[src/hdl/pointer_accel_gain_assert.svh]
// Assertion macros shared by the pointer acceleration RTL.
// Needs clk and rst_n in the scope where a macro is used.
`ifndef POINTER_ACCEL_GAIN_ASSERT_SVH
`define POINTER_ACCEL_GAIN_ASSERT_SVH
`ifndef SYNTHESIS
// Same-cycle implication, disabled during reset.
`define PAG_ASSERT_IMP(lbl, ante, cons) \
  lbl: assert property (@(posedge clk) disable iff (!rst_n) (ante) |-> (cons)) \
    else $error("pag: same-cycle check failed");
// Next-cycle implication, disabled during reset.
`define PAG_ASSERT_NXT(lbl, ante, cons) \
  lbl: assert property (@(posedge clk) disable iff (!rst_n) (ante) |=> (cons)) \
    else $error("pag: next-cycle check failed");
`else
`define PAG_ASSERT_IMP(lbl, ante, cons)
`define PAG_ASSERT_NXT(lbl, ante, cons)
`endif
`endif

[src/hdl/pag_pkg.sv]
// Shared types, constants and curve tables for the pointer acceleration block.
// No dependencies; every RTL module imports this package.
package pag_pkg;

  // Parameter defaults
  localparam int DELTA_FRAC_BITS_DEF = 4;
  localparam int COEF_FRAC_BITS_DEF  = 16;

  // Field widths
  localparam int DELTA_W = 16;
  localparam int OUT_W   = 20;
  localparam int SUM_W   = DELTA_W + 1;
  localparam int LVL_W   = 4;
  localparam int SEG_W   = 2;

  // Curve table geometry
  localparam int NUM_LEVELS = 11;
  localparam int NUM_SEGS   = 3;
  localparam int TAB_N      = NUM_LEVELS * NUM_SEGS;
  localparam int TAB_IW     = $clog2(TAB_N);
  localparam int BREAK_LOW  = 8;
  localparam int BREAK_MID  = 32;

  // Command queue geometry
  localparam int QUEUE_DEPTH = 2;
  localparam int QPTR_W      = $clog2(QUEUE_DEPTH);
  localparam int QCNT_W      = $clog2(QUEUE_DEPTH + 1);

  // Configuration register indexes
  localparam int CFG_IDX_W = 2;
  localparam int CFG_DAT_W = 4;
  localparam logic [CFG_IDX_W-1:0] CFG_USER_SPEED   = 2'd0;
  localparam logic [CFG_IDX_W-1:0] CFG_USER_SET     = 2'd1;
  localparam logic [CFG_IDX_W-1:0] CFG_VENDOR_SPEED = 2'd2;

  localparam logic [LVL_W-1:0] USER_SPEED_RST = 4'd5;
  localparam logic [LVL_W-1:0] LEVEL_MIN      = 4'd1;
  localparam logic [LVL_W-1:0] LEVEL_MAX      = 4'd11;

  // Segment codes
  localparam logic [SEG_W-1:0] SEG_LOW  = 2'd0;
  localparam logic [SEG_W-1:0] SEG_MID  = 2'd1;
  localparam logic [SEG_W-1:0] SEG_HIGH = 2'd2;

  // Status codes
  localparam logic STATUS_OK   = 1'b0;
  localparam logic STATUS_ZERO = 1'b1;

  localparam logic signed [OUT_W-1:0] OUT_MAX = {1'b0, {(OUT_W-1){1'b1}}};
  localparam logic signed [OUT_W-1:0] OUT_MIN = {1'b1, {(OUT_W-1){1'b0}}};

  // Slopes and offsets in hundredths, level-major, three segments each
  localparam int SLOPE_H [TAB_N] = '{
    16, 30, 56,    32, 60, 112,   48, 90, 168,   64, 120, 224,
    80, 150, 280,  86, 195, 364,  92, 240, 448,  98, 285, 532,
    104, 330, 616, 110, 375, 700, 116, 420, 784
  };
  localparam int OFFSET_H [TAB_N] = '{
    0, -112, -944,    0, -224, -1888,   0, -336, -2832,
    0, -448, -3776,   0, -560, -4720,   0, -872, -6280,
    0, -1184, -7840,  0, -1496, -9400,  0, -1808, -10960,
    0, -2120, -12520, 0, -2432, -14080
  };

  // Input and result words
  typedef struct packed {
    logic signed [DELTA_W-1:0] delta_x;
    logic signed [DELTA_W-1:0] delta_y;
  } pag_in_t;

  typedef struct packed {
    logic signed [OUT_W-1:0] accel_x;
    logic signed [OUT_W-1:0] accel_y;
    logic                    status;
  } pag_out_t;

  // Classified command handed from front end to back end
  typedef struct packed {
    logic signed [DELTA_W-1:0] dx;
    logic signed [DELTA_W-1:0] dy;
    logic [SUM_W-1:0]          sum;
    logic [TAB_IW-1:0]         tab_idx;
    logic                      zero;
  } pag_cmd_t;

  // Hundredths to fixed point, round to nearest, ties away from zero.
  // Only evaluated at elaboration.
  function automatic longint coef_q(input int hundredths, input int frac_bits);
    longint mag;
    longint q;
    mag = (hundredths < 0) ? -longint'(hundredths) : longint'(hundredths);
    q   = (mag * (longint'(1) <<< frac_bits) + 50) / 100;
    return (hundredths < 0) ? -q : q;
  endfunction

endpackage

[src/hdl/pag_queue.sv]
// Short command queue between the front end and the back end.
// Depends on pag_pkg and pointer_accel_gain_assert.svh.
`include "pointer_accel_gain_assert.svh"

module pag_queue import pag_pkg::*; (
  input  logic     clk,
  input  logic     rst_n,
  input  logic     push,
  input  pag_cmd_t push_cmd,
  output logic     full,
  output logic     pop,
  output pag_cmd_t pop_cmd
);

  pag_cmd_t            mem_r [QUEUE_DEPTH];
  logic [QPTR_W-1:0]   wr_ptr_r;
  logic [QPTR_W-1:0]   rd_ptr_r;
  logic [QCNT_W-1:0]   count_r;
  logic [QCNT_W-1:0]   count_nxt;

  assign full    = (count_r == QCNT_W'(QUEUE_DEPTH));
  // Back end never stalls, so a word leaves whenever one is held
  assign pop     = (count_r != '0);
  assign pop_cmd = mem_r[rd_ptr_r];

  // Entry storage
  always_ff @(posedge clk) begin
    if (push) begin
      mem_r[wr_ptr_r] <= push_cmd;
    end
  end

  always_comb begin
    case ({push, pop})
      2'b10:   count_nxt = count_r + 1'b1;
      2'b01:   count_nxt = count_r - 1'b1;
      default: count_nxt = count_r;
    endcase
  end

  // Pointers and fill level
  always_ff @(posedge clk) begin
    if (!rst_n) begin
      wr_ptr_r <= '0;
      rd_ptr_r <= '0;
      count_r  <= '0;
    end else begin
      if (push) begin
        wr_ptr_r <= (wr_ptr_r == QPTR_W'(QUEUE_DEPTH - 1)) ? '0 : wr_ptr_r + 1'b1;
      end
      if (pop) begin
        rd_ptr_r <= (rd_ptr_r == QPTR_W'(QUEUE_DEPTH - 1)) ? '0 : rd_ptr_r + 1'b1;
      end
      count_r <= count_nxt;
    end
  end

  `PAG_ASSERT_IMP(a_cnt_bound, 1'b1, count_r <= QCNT_W'(QUEUE_DEPTH))
  `PAG_ASSERT_NXT(a_drain, pop && !push, count_r == $past(count_r) - 1'b1)

endmodule

[config.mk]
export PLATFORM = sky130hd
export DESIGN_NAME = pag_queue
export DESIGN_NICKNAME = d
export VERILOG_FILES = /design/src/hdl/pag_pkg.sv /design/src/hdl/pag_queue.sv
export VERILOG_INCLUDE_DIRS = /design/src /design/src/hdl
export SDC_FILE = /design/constraint.sdc
export NUM_CORES = 1
export LEC_CHECK = 0
export BUFFER_PORTS_ARGS = -buffer_cell sky130_fd_sc_hd__buf_4
export CORE_MARGIN = 2
export CORE_UTILIZATION = 40
export CTS_CLUSTER_DIAMETER = 40
export DETAILED_ROUTE_END_ITERATION = 10
export HOLD_SLACK_MARGIN = 0.15
export PLACE_DENSITY = 0.73
export SETUP_SLACK_MARGIN = 0.02
export SYNTH_ARGS = -nofsm -noshare
export SYNTH_HDL_FRONTEND = slang
export SYNTH_SLANG_ARGS = --single-unit
[constraint.sdc]
create_clock -name clk -period 8 [get_ports clk]
set_clock_uncertainty 0.1 [all_clocks]
set_input_delay 1.2 -clock clk [delete_from_list [all_inputs] [get_ports clk]]
set_output_delay 1.2 -clock clk [all_outputs]
set_load 0.05 [all_outputs]
==> results by group <==
Status
  – Status: finished, final reports clean

Logic synthesis
  – Cell taking the most area after synthesis: edfxtp_1
  – Yosys cell types: 20
  – Ys flop type: edfxtp_1
  – Avg Cell Area, Syn: 21.6 um2
  – Yosys reg bits: 117
  – Share of the yosys chip area belonging to registers: 0.814
  – Number of synthesized flops with an enable pin: 112
  – Area share of the largest cell type after synthesis: 0.790
  – Synth async-reset ratio: 0
  – Synth Warn #: 0
  – Synth area leaders: edfxtp_1 (79%), mux2_2 (15%), dfxtp_1 (2.4%), buf_4 (0.71%), xnor2_1 (0.41%)
  – Count leader, synth: edfxtp_1
  – Synth top cells by count: edfxtp_1 (112), mux2_2 (56), dfxtp_1 (5), buf_4 (4)
  – Synthesized net count: 257
  – Post-Syn Area: 0.00426 mm2
  – Cells after Synth: roughly 200

Clocking
  – Hold-fix buffers, CTS: 0
  – Clk buf depth: 2
  – CTS root buffer: clkbuf_8
  – Post_cts resized: 0
  – Total setup buffers inserted after CTS: 0
  – # clock sinks: 117
  – Clock transition at path regs: about 0.05 ns
  – H-tree levels: 4
  – Num CTS Buffers: 17
  – Skew-Pair Late Insertion Delay: 0.50 ns
  – TritonCTS clock tree: yes

Timing
  – Hold WS: 0.421 ns
  – Fin. max-slew vios: 0
  – Achievable Freq: 271 MHz
  – Fin crit share: 0.461
  – Setup TNS: 0 ns
  – Endpoints failing setup: 0
  – RSZ-0062 raised after global routing: no
  – Fin. Hold Viols: 0
  – Slew at the pin closest to its max-slew limit: 0.772 ns
  – Headroom to the max-slew limit: 0.485
  – Min cycle time layout: 3.68 ns

Worst setup path
  – Worst-path fanout max: 30
  – CP required: ~6.7 ns
  – CP Launch Type: flop
  – Critical path capture point type: output pin
  – Crit-path max cell delay: ~0.74 ns
  – Buffers and inverters on the worst path: 2
  – Worst path cell trace: buf_4 > mux2_2 > buf_4
  – Critical path class: flop to output pin
  – CP max stage cell: dfxtp_2
  – Top cell by count, worst path: buf_4
  – Delay-heaviest family, CP: flip-flops
  – Data arrival time of the worst path: 2.38 ns

Floorplan
  – Die width: 107 um
  – Num rows: 37
  – Die Y: 107 um
  – I/O Pins: 117
  – Die Area: roughly 0.011 mm2
  – Starting density of the core: 0.412
  – Core Box Area: 0.0103 mm2

Detailed routing
  – DRC violations left: 0
  – Final WL: 7590 um
  – DRT Pass-1 Iters: 4
  – Vias/cell: 4.65
  – DR WL/cell: 15.9 um
  – Total number of vias: 2221
  – Starting DRC count in detailed routing: 84
  – Post-route ant nets: 0

Hold path
  – Min-Delay Path Class: flop to flop

Place
  – Final Wtd Congestion: 0.646
  – Dpl hpwl: ~4600 um
  – Cells after DPL: about 450
  – Placed Instance Area: 0.00529 mm2
  – IO Port Bufs: between 100 and 150

GRT
  – Vias in the first global route: 2306
  – Pin count of the biggest net entering global routing: 57
  – Global-route usage over all layers: 0.138
  – Antenna violations before repair: 0
  – Wire length of the first global-routing pass: between 10000 and 15000 um
  – Grt ovf: 0

Power
  – VDD IR max: around 0.20 mV
  – Leakage: 2.21 nW
  – Cell Pwr Density: 347 mW/mm2

Finish
  – Post-Layout Cell Count: 478
  – Final instance area: a little under 0.006 mm2
  – Layout cells sized above 1: 0.605
  – Ant. Diodes: 0
  – Finished Core Util: 0.567
  – Area delta synth->final: 37.5%
  – Final net count: 389

Run
  – Max-cap viol count: 0
[cell type report]
class | count | area, um2
fill | 819 | 4470
sequential | 117 | 3460
timing repair buffer | 119 | 893
tap | 136 | 170
clock buffer | 20 | 425
clock inverter | 12 | 136
inverter | 1 | 3.75
multi-input combinational | 73 | 757
[cells by family (layout without fill, tap and decap cells)]
group           after synthesis  in the layout  synth area share
xor+xnor                      2              2           0.00412
compound gates                3              3           0.00470
mux                          56             56             0.148
buf+inv                       7            152            0.0103
simple gates                 11             11            0.0159
fa+ha+maj                     1              1           0.00294
flops                       117            117             0.814
[routing by layer]
layer  track usage  wire, um
met5             0         0
met4        0.0538        44
met1         0.158      3180
met2         0.226      3930
met3        0.0626       440
[where the power goes]
| part | switching [mW] | internal, mW | total [mW] |
|---|---|---|---|
| Sequential | 0.0306 | 0.715 | 0.746 |
| Clock | 0.243 | 0.467 | 0.710 |
| Combinational | 0.366 | 0.211 | 0.577 |
[flip-flops by register name, summed over array words and instances, names as in the netlist, named ones only]
signal    cells
count_r       2
rd_ptr_r      1
wr_ptr_r      1
mem_r       112
[per-stage QoR]
stage | power [mW] | setup WS [ns]
2_1_floorplan | 1.18 | 3.79
5_1_grt | 2.11 | 4.14
3_5_place_dp | 1.34 | 4.74
3_3_place_gp | 1.34 | 4.76
4_1_cts | 2.06 | 4.21
6_report | 2.03 | 4.32
[placed cells by master (no fill, tap or decap), types with 2 or more instances in the layout]
cell | synthesis | final
and3_1 | 2 | 2
buf_4 | 4 | 119
bufinv_16 | 0 | 3
clkbuf_1 | 0 | 3
clkbuf_16 | 0 | 16
clkinv_1 | 0 | 3
clkinv_2 | 0 | 4
clkinvlp_4 | 0 | 2
dfxtp_1 | 5 | 4
edfxtp_1 | 112 | 112
mux2_2 | 56 | 56
xnor2_1 | 2 | 2
[tightest hold or removal path: cells and delay by family, from the launching register on]
family | cells | cell delay [ns]
DFF | 1 | 0.33
AOI/OAI and AO/OA | 2 | 0.14
[worst paths after layout]
path | from | end | slack [ns] | depth (start not counted)
worst max-delay path | flop | pop_cmd[55] | 4.32 | 3
worst min register to register | count_r[1]$_SDFFE_PN0P_ | count_r[1]$_SDFFE_PN0P_ | 0.42 | 2
worst min-delay path | count_r[1]$_SDFFE_PN0P_ | count_r[1]$_SDFFE_PN0P_ | 0.42 | 2
worst max register to register | count_r[0]$_SDFFE_PN0P_ | count_r[1]$_SDFFE_PN0P_ | 6.32 | 4
(Power assumes the default switching activity.)
