`src/hdl/pointer_accel_gain_assert.svh`:
```
// Assertion macros shared by the pointer acceleration RTL.
// Needs clk and rst_n in the scope where a macro is used.
`ifndef POINTER_ACCEL_GAIN_ASSERT_SVH
`define POINTER_ACCEL_GAIN_ASSERT_SVH
`ifndef SYNTHESIS
// Same-cycle implication, disabled during reset.
`define PAG_ASSERT_IMP(lbl, ante, cons) \
  lbl: assert property (@(posedge clk) disable iff (!rst_n) (ante) |-> (cons)) \
    else $error("pag: same-cycle check failed");
// Next-cycle implication, disabled during reset.
`define PAG_ASSERT_NXT(lbl, ante, cons) \
  lbl: assert property (@(posedge clk) disable iff (!rst_n) (ante) |=> (cons)) \
    else $error("pag: next-cycle check failed");
`else
`define PAG_ASSERT_IMP(lbl, ante, cons)
`define PAG_ASSERT_NXT(lbl, ante, cons)
`endif
`endif

```
`src/hdl/pag_pkg.sv`:
```
// Shared types, constants and curve tables for the pointer acceleration block.
// No dependencies; every RTL module imports this package.
package pag_pkg;

  // Parameter defaults
  localparam int DELTA_FRAC_BITS_DEF = 4;
  localparam int COEF_FRAC_BITS_DEF  = 16;

  // Field widths
  localparam int DELTA_W = 16;
  localparam int OUT_W   = 20;
  localparam int SUM_W   = DELTA_W + 1;
  localparam int LVL_W   = 4;
  localparam int SEG_W   = 2;

  // Curve table geometry
  localparam int NUM_LEVELS = 11;
  localparam int NUM_SEGS   = 3;
  localparam int TAB_N      = NUM_LEVELS * NUM_SEGS;
  localparam int TAB_IW     = $clog2(TAB_N);
  localparam int BREAK_LOW  = 8;
  localparam int BREAK_MID  = 32;

  // Command queue geometry
  localparam int QUEUE_DEPTH = 2;
  localparam int QPTR_W      = $clog2(QUEUE_DEPTH);
  localparam int QCNT_W      = $clog2(QUEUE_DEPTH + 1);

  // Configuration register indexes
  localparam int CFG_IDX_W = 2;
  localparam int CFG_DAT_W = 4;
  localparam logic [CFG_IDX_W-1:0] CFG_USER_SPEED   = 2'd0;
  localparam logic [CFG_IDX_W-1:0] CFG_USER_SET     = 2'd1;
  localparam logic [CFG_IDX_W-1:0] CFG_VENDOR_SPEED = 2'd2;

  localparam logic [LVL_W-1:0] USER_SPEED_RST = 4'd5;
  localparam logic [LVL_W-1:0] LEVEL_MIN      = 4'd1;
  localparam logic [LVL_W-1:0] LEVEL_MAX      = 4'd11;

  // Segment codes
  localparam logic [SEG_W-1:0] SEG_LOW  = 2'd0;
  localparam logic [SEG_W-1:0] SEG_MID  = 2'd1;
  localparam logic [SEG_W-1:0] SEG_HIGH = 2'd2;

  // Status codes
  localparam logic STATUS_OK   = 1'b0;
  localparam logic STATUS_ZERO = 1'b1;

  localparam logic signed [OUT_W-1:0] OUT_MAX = {1'b0, {(OUT_W-1){1'b1}}};
  localparam logic signed [OUT_W-1:0] OUT_MIN = {1'b1, {(OUT_W-1){1'b0}}};

  // Slopes and offsets in hundredths, level-major, three segments each
  localparam int SLOPE_H [TAB_N] = '{
    16, 30, 56,    32, 60, 112,   48, 90, 168,   64, 120, 224,
    80, 150, 280,  86, 195, 364,  92, 240, 448,  98, 285, 532,
    104, 330, 616, 110, 375, 700, 116, 420, 784
  };
  localparam int OFFSET_H [TAB_N] = '{
    0, -112, -944,    0, -224, -1888,   0, -336, -2832,
    0, -448, -3776,   0, -560, -4720,   0, -872, -6280,
    0, -1184, -7840,  0, -1496, -9400,  0, -1808, -10960,
    0, -2120, -12520, 0, -2432, -14080
  };

  // Input and result words
  typedef struct packed {
    logic signed [DELTA_W-1:0] delta_x;
    logic signed [DELTA_W-1:0] delta_y;
  } pag_in_t;

  typedef struct packed {
    logic signed [OUT_W-1:0] accel_x;
    logic signed [OUT_W-1:0] accel_y;
    logic                    status;
  } pag_out_t;

  // Classified command handed from front end to back end
  typedef struct packed {
    logic signed [DELTA_W-1:0] dx;
    logic signed [DELTA_W-1:0] dy;
    logic [SUM_W-1:0]          sum;
    logic [TAB_IW-1:0]         tab_idx;
    logic                      zero;
  } pag_cmd_t;

  // Hundredths to fixed point, round to nearest, ties away from zero.
  // Only evaluated at elaboration.
  function automatic longint coef_q(input int hundredths, input int frac_bits);
    longint mag;
    longint q;
    mag = (hundredths < 0) ? -longint'(hundredths) : longint'(hundredths);
    q   = (mag * (longint'(1) <<< frac_bits) + 50) / 100;
    return (hundredths < 0) ? -q : q;
  endfunction

endpackage

```
`src/hdl/pag_front.sv`:
```
// Front end: configuration registers, speed level and segment classification.
// Depends on pag_pkg.
module pag_front import pag_pkg::*; #(
  parameter int DELTA_FRAC_BITS = DELTA_FRAC_BITS_DEF
) (
  input  logic                 clk,
  input  logic                 rst_n,
  input  logic                 cfg_valid,
  input  logic [CFG_IDX_W-1:0] cfg_index,
  input  logic [CFG_DAT_W-1:0] cfg_data,
  input  pag_in_t              in_data,
  output pag_cmd_t             cmd
);

  localparam logic [SUM_W-1:0] THR_LOW = SUM_W'(BREAK_LOW << (DELTA_FRAC_BITS + 1));
  localparam logic [SUM_W-1:0] THR_MID = SUM_W'(BREAK_MID << (DELTA_FRAC_BITS + 1));

  logic [LVL_W-1:0]   user_speed_r;
  logic               user_set_r;
  logic [LVL_W-1:0]   vendor_speed_r;
  logic [DELTA_W-1:0] abs_x;
  logic [DELTA_W-1:0] abs_y;
  logic [SUM_W-1:0]   sum;
  logic [LVL_W-1:0]   sel;
  logic [LVL_W-1:0]   lvl;
  logic [LVL_W-1:0]   lvl_off;
  logic [SEG_W-1:0]   seg;

  // Config writes; unknown indexes are dropped
  always_ff @(posedge clk) begin
    if (!rst_n) begin
      user_speed_r   <= USER_SPEED_RST;
      user_set_r     <= 1'b0;
      vendor_speed_r <= '0;
    end else if (cfg_valid) begin
      case (cfg_index)
        CFG_USER_SPEED:   user_speed_r   <= cfg_data;
        CFG_USER_SET:     user_set_r     <= cfg_data[0];
        CFG_VENDOR_SPEED: vendor_speed_r <= cfg_data;
        default: ;
      endcase
    end
  end

  // Motion magnitude, twice the mean speed in raw units
  assign abs_x = in_data.delta_x[DELTA_W-1] ? DELTA_W'(-in_data.delta_x)
                                             : DELTA_W'(in_data.delta_x);
  assign abs_y = in_data.delta_y[DELTA_W-1] ? DELTA_W'(-in_data.delta_y)
                                             : DELTA_W'(in_data.delta_y);
  assign sum   = {1'b0, abs_x} + {1'b0, abs_y};

  // Speed level pick and clamp
  always_comb begin
    sel = (user_set_r || vendor_speed_r == '0) ? user_speed_r : vendor_speed_r;
    if (sel < LEVEL_MIN) begin
      lvl = LEVEL_MIN;
    end else if (sel > LEVEL_MAX) begin
      lvl = LEVEL_MAX;
    end else begin
      lvl = sel;
    end
  end

  // Segment by breakpoint
  always_comb begin
    if (sum <= THR_LOW) begin
      seg = SEG_LOW;
    end else if (sum <= THR_MID) begin
      seg = SEG_MID;
    end else begin
      seg = SEG_HIGH;
    end
  end

  assign lvl_off = lvl - LEVEL_MIN;

  always_comb begin
    cmd.dx      = in_data.delta_x;
    cmd.dy      = in_data.delta_y;
    cmd.sum     = sum;
    cmd.tab_idx = TAB_IW'(lvl_off) * TAB_IW'(NUM_SEGS) + TAB_IW'(seg);
    cmd.zero    = (sum == '0);
  end

endmodule

```
`config.mk`:
```
export PLATFORM = sky130hd
export DESIGN_NAME = pag_front
export DESIGN_NICKNAME = d
export VERILOG_FILES = /design/src/hdl/pointer_accel_gain_assert.svh /design/src/hdl/pag_pkg.sv /design/src/hdl/pag_front.sv
export SDC_FILE = /design/constraint.sdc
export NUM_CORES = 1
export LEC_CHECK = 0
export ABC_AREA = 1
export BUFFER_PORTS_ARGS = -buffer_cell sky130_fd_sc_hd__buf_2
export CAP_MARGIN = 5
export CORE_ASPECT_RATIO = 1.5
export CORE_MARGIN = 8
export CORE_UTILIZATION = 56
export DETAILED_ROUTE_END_ITERATION = 16
export GPL_TIMING_DRIVEN = 0
export PLACE_DENSITY_LB_ADDON = 0.12
export REMOVE_ABC_BUFFERS = 1
export SYNTH_ARGS = -nofsm -noshare
export SYNTH_HDL_FRONTEND = slang
export SYNTH_SLANG_ARGS = --single-unit
```
`constraint.sdc`:
```
create_clock -name clk -period 10.11 [get_ports clk]
set_clock_uncertainty 0.15 [all_clocks]
set_input_delay 1.011 -clock clk [delete_from_list [all_inputs] [get_ports clk]]
set_output_delay 1.011 -clock clk [all_outputs]
set_load 0.02 [all_outputs]
```
==> results.json <==
{
  "synth-main-ff-cell": "dfxtp_1",
  "worst_hold_path_type": "reg2reg",
  "crit_top_cell": "inv_1",
  "cellPowerDensity_nw_per_um2": 140,
  "io_buffers": 96,
  "hold_viol": 0,
  "synth_top_area_cell": "nand2_1",
  "synth_cells": 477,
  "fmax_mhz": 155,
  "grt_max_degree": 12,
  "synth_common_cells": "nand2_1, inv_1, nor2_1",
  "fillerInstances": 520,
  "required_ns": 8.95,
  "synth.avg_cell_area_um2": 5.69,
  "cts_tree": "built",
  "drc": 0,
  "fin_crit_sh_pct": 63.8,
  "fp.dieH_um": 101,
  "diodes": 0,
  "grt-ovfl-total": 0,
  "tightest_slew_ns": 0.467,
  "fp.coreArea_um2": 4730,
  "cts_inserted_buffers": 3,
  "clk_pin_slew_ns": 0.05,
  "drtIter0Drc": 92,
  "p_leak_nw": 1.84,
  "htree_num_levels": 1,
  "routed-wl-met3_um": 326,
  "antenna_found_initial": 0,
  "yosysWarnings": 0,
  "wl_um": 6830,
  "initial_core_util_pct": 57.3,
  "max_stage_delay_ns": 0.43,
  "finalSetupTns_ns": 0,
  "drt-met1-wl_um": 2630,
  "highest_layer": "met4",
  "min_period_ns": 6.45,
  "r2r_start": "vendor_speed_r[3]",
  "cts_hold_buf": 0,
  "ant_nets": 0,
  "worstPathMaxFanout": 5,
  "critPathCapture": "cmd[4]",
  "route.met2.wl_um": 3790,
  "post-cts-setup-buffers": 0,
  "design_power_total_mw": 0.429,
  "max-vdd-ir-drop_uv": 65.3,
  "cts_root_buffer": "clkbuf_8",
  "startpoint": "in_data[0]",
  "num_io_pins": 97,
  "outcome": "complete, no violations",
  "cts_resized": 0,
  "critical_path_class": "in2out",
  "yosys-top-cells-area": "nand2_1, ha_1, inv_1",
  "place_hpwl_um": 6240,
  "cap_viol_max_count": 0,
  "slowest_stage": "fa_1",
  "rsz0062_at_grt": "no",
  "drive_above_1_share_pct": 23.4,
  "place_congestion": 0.903,
  "post-route-util_pct": 64.9,
  "die_w_um": 72.8,
  "synth_seq_cells": 9,
  "synth_cell_types": 30,
  "clockBufferDepth": 2,
  "firstDrtPassIters": 6,
  "drt-wirelength-per-cell_um": 11.2,
  "endpoint_kind": "output pin",
  "vias": 2974,
  "areaGrowthSynthToFinish_pct": 13.3,
  "synth_top_cell_area_share_pct": 17.4,
  "r2r_cells": 2,
  "grt_pass1_wl_um": 11800,
  "arrival_ns": 5.29,
  "core.rowCount": 31,
  "slew_headroom_pct": 68.6,
  "synth.most_common_cell": "nand2_1",
  "fin_nets": 613,
  "r2r-end": "vendor_speed_r[3]",
  "async_flop_share_pct": 0,
  "slew_violations": 0,
  "synth.cell_area_um2": 2710,
  "cts.sinks": 9,
  "setup_viol": 0,
  "dieArea_um2": 7370,
  "grt_usage_pct": 19.0,
  "grt_pass1_vias": 2977,
  "synth_edf_count": 0,
  "cp_top_family": "simple AND/OR/NAND/NOR gates",
  "start_kind": "primary input",
  "placement.cell_area_um2": 3030,
  "synth-seq-area-share_pct": 6.64,
  "crit_cells": 29,
  "vias_per_cell": 4.88,
  "stdcell_area_um2": 3070,
  "path_buf_inv": 7,
  "insertion_delay_ns": 0.24,
  "r2r_setup_slack_ns": 9.28
}
## power by group
part           leakage, nW  switching, mW  internal, mW  total, mW
logic                 1.75          0.228         0.120      0.348
registers           0.0737        0.00101        0.0375     0.0385
clock network       0.0228         0.0151        0.0275     0.0426
## how the worst min path moves through the flow
stage                                from               to  slack [ns]  cells past startpoint
final                     user_speed_r[2]  user_speed_r[2]        0.31                      2
after global routing      user_speed_r[3]  user_speed_r[3]        0.35                      2
after CTS                 user_speed_r[2]  user_speed_r[2]        0.31                      2
after detailed placement  user_speed_r[0]  user_speed_r[0]        0.30                      2
after global placement    user_speed_r[3]  user_speed_r[3]        0.29                      2
after floorplan           user_speed_r[3]  user_speed_r[3]        0.28                      2
## cell usage in the layout (no fill, tap or decap), types with 14 or more instances in the layout
cell type | synthesis | final
xor2_1 | 21 | 21
nand2_1 | 126 | 126
a21oi_1 | 18 | 18
buf_2 | 0 | 96
nor2_1 | 39 | 39
ha_1 | 26 | 26
nand2_2 | 14 | 14
o21ai_0 | 19 | 19
nand3_1 | 33 | 33
inv_1 | 82 | 82
## worst reg2reg max path: stages (launching register included)
cell     delay, ns
dfxtp_1       0.35
o21ai_0       0.18
nor2_1        0.05
## layer usage
metal,global-route usage [%],vias up
met1,19.2,1289
met2,38.5,82
met4,4.95,0
li1,-,1595
met3,2.48,8
met5,0,-
## stage by stage
step	cells	worst slack, ns	hold WS [ns]
detailed placement	605	3.65	0.297
global placement	605	3.68	0.291
CTS	609	3.64	0.310
floorplan	443	4.19	0.279
global route	609	2.99	0.353
finish	609	3.66	0.310
## sequential cells by signal (all words and copies together), names as in the netlist
name / flops
vendor_speed_r: 4
user_set_r: 1
user_speed_r: 4
## layout make-up
| class | instances | area, um^2 | share of cell area (%) |
|---|---|---|---|
| repair buffers | 96 | 480 | 15.6 |
| multi-input cells | 349 | 1970 | 64.0 |
| clock buffers | 4 | 45.0 | 1.47 |
| inverters | 85 | 319 | 10.4 |
| flip-flops and latches | 9 | 180 | 5.86 |
| well taps | 66 | 82.6 | 2.69 |
## logic make-up (layout without fill, tap and decap cells)
group                    count (synthesis)  after routing  share of synthesized area, %
AO/OA/AOI/OAI                           43             43                          9.09
AND/OR/NAND/NOR                        248            248                          40.2
adder cells (fa/ha/maj)                 28             28                          13.5
buffers and inverters                  119            185                          20.9
flip-flops                               9              9                          6.64
XOR/XNOR                                30             30                          9.69
No activity file was read; power rests on OpenSTA's default activity.
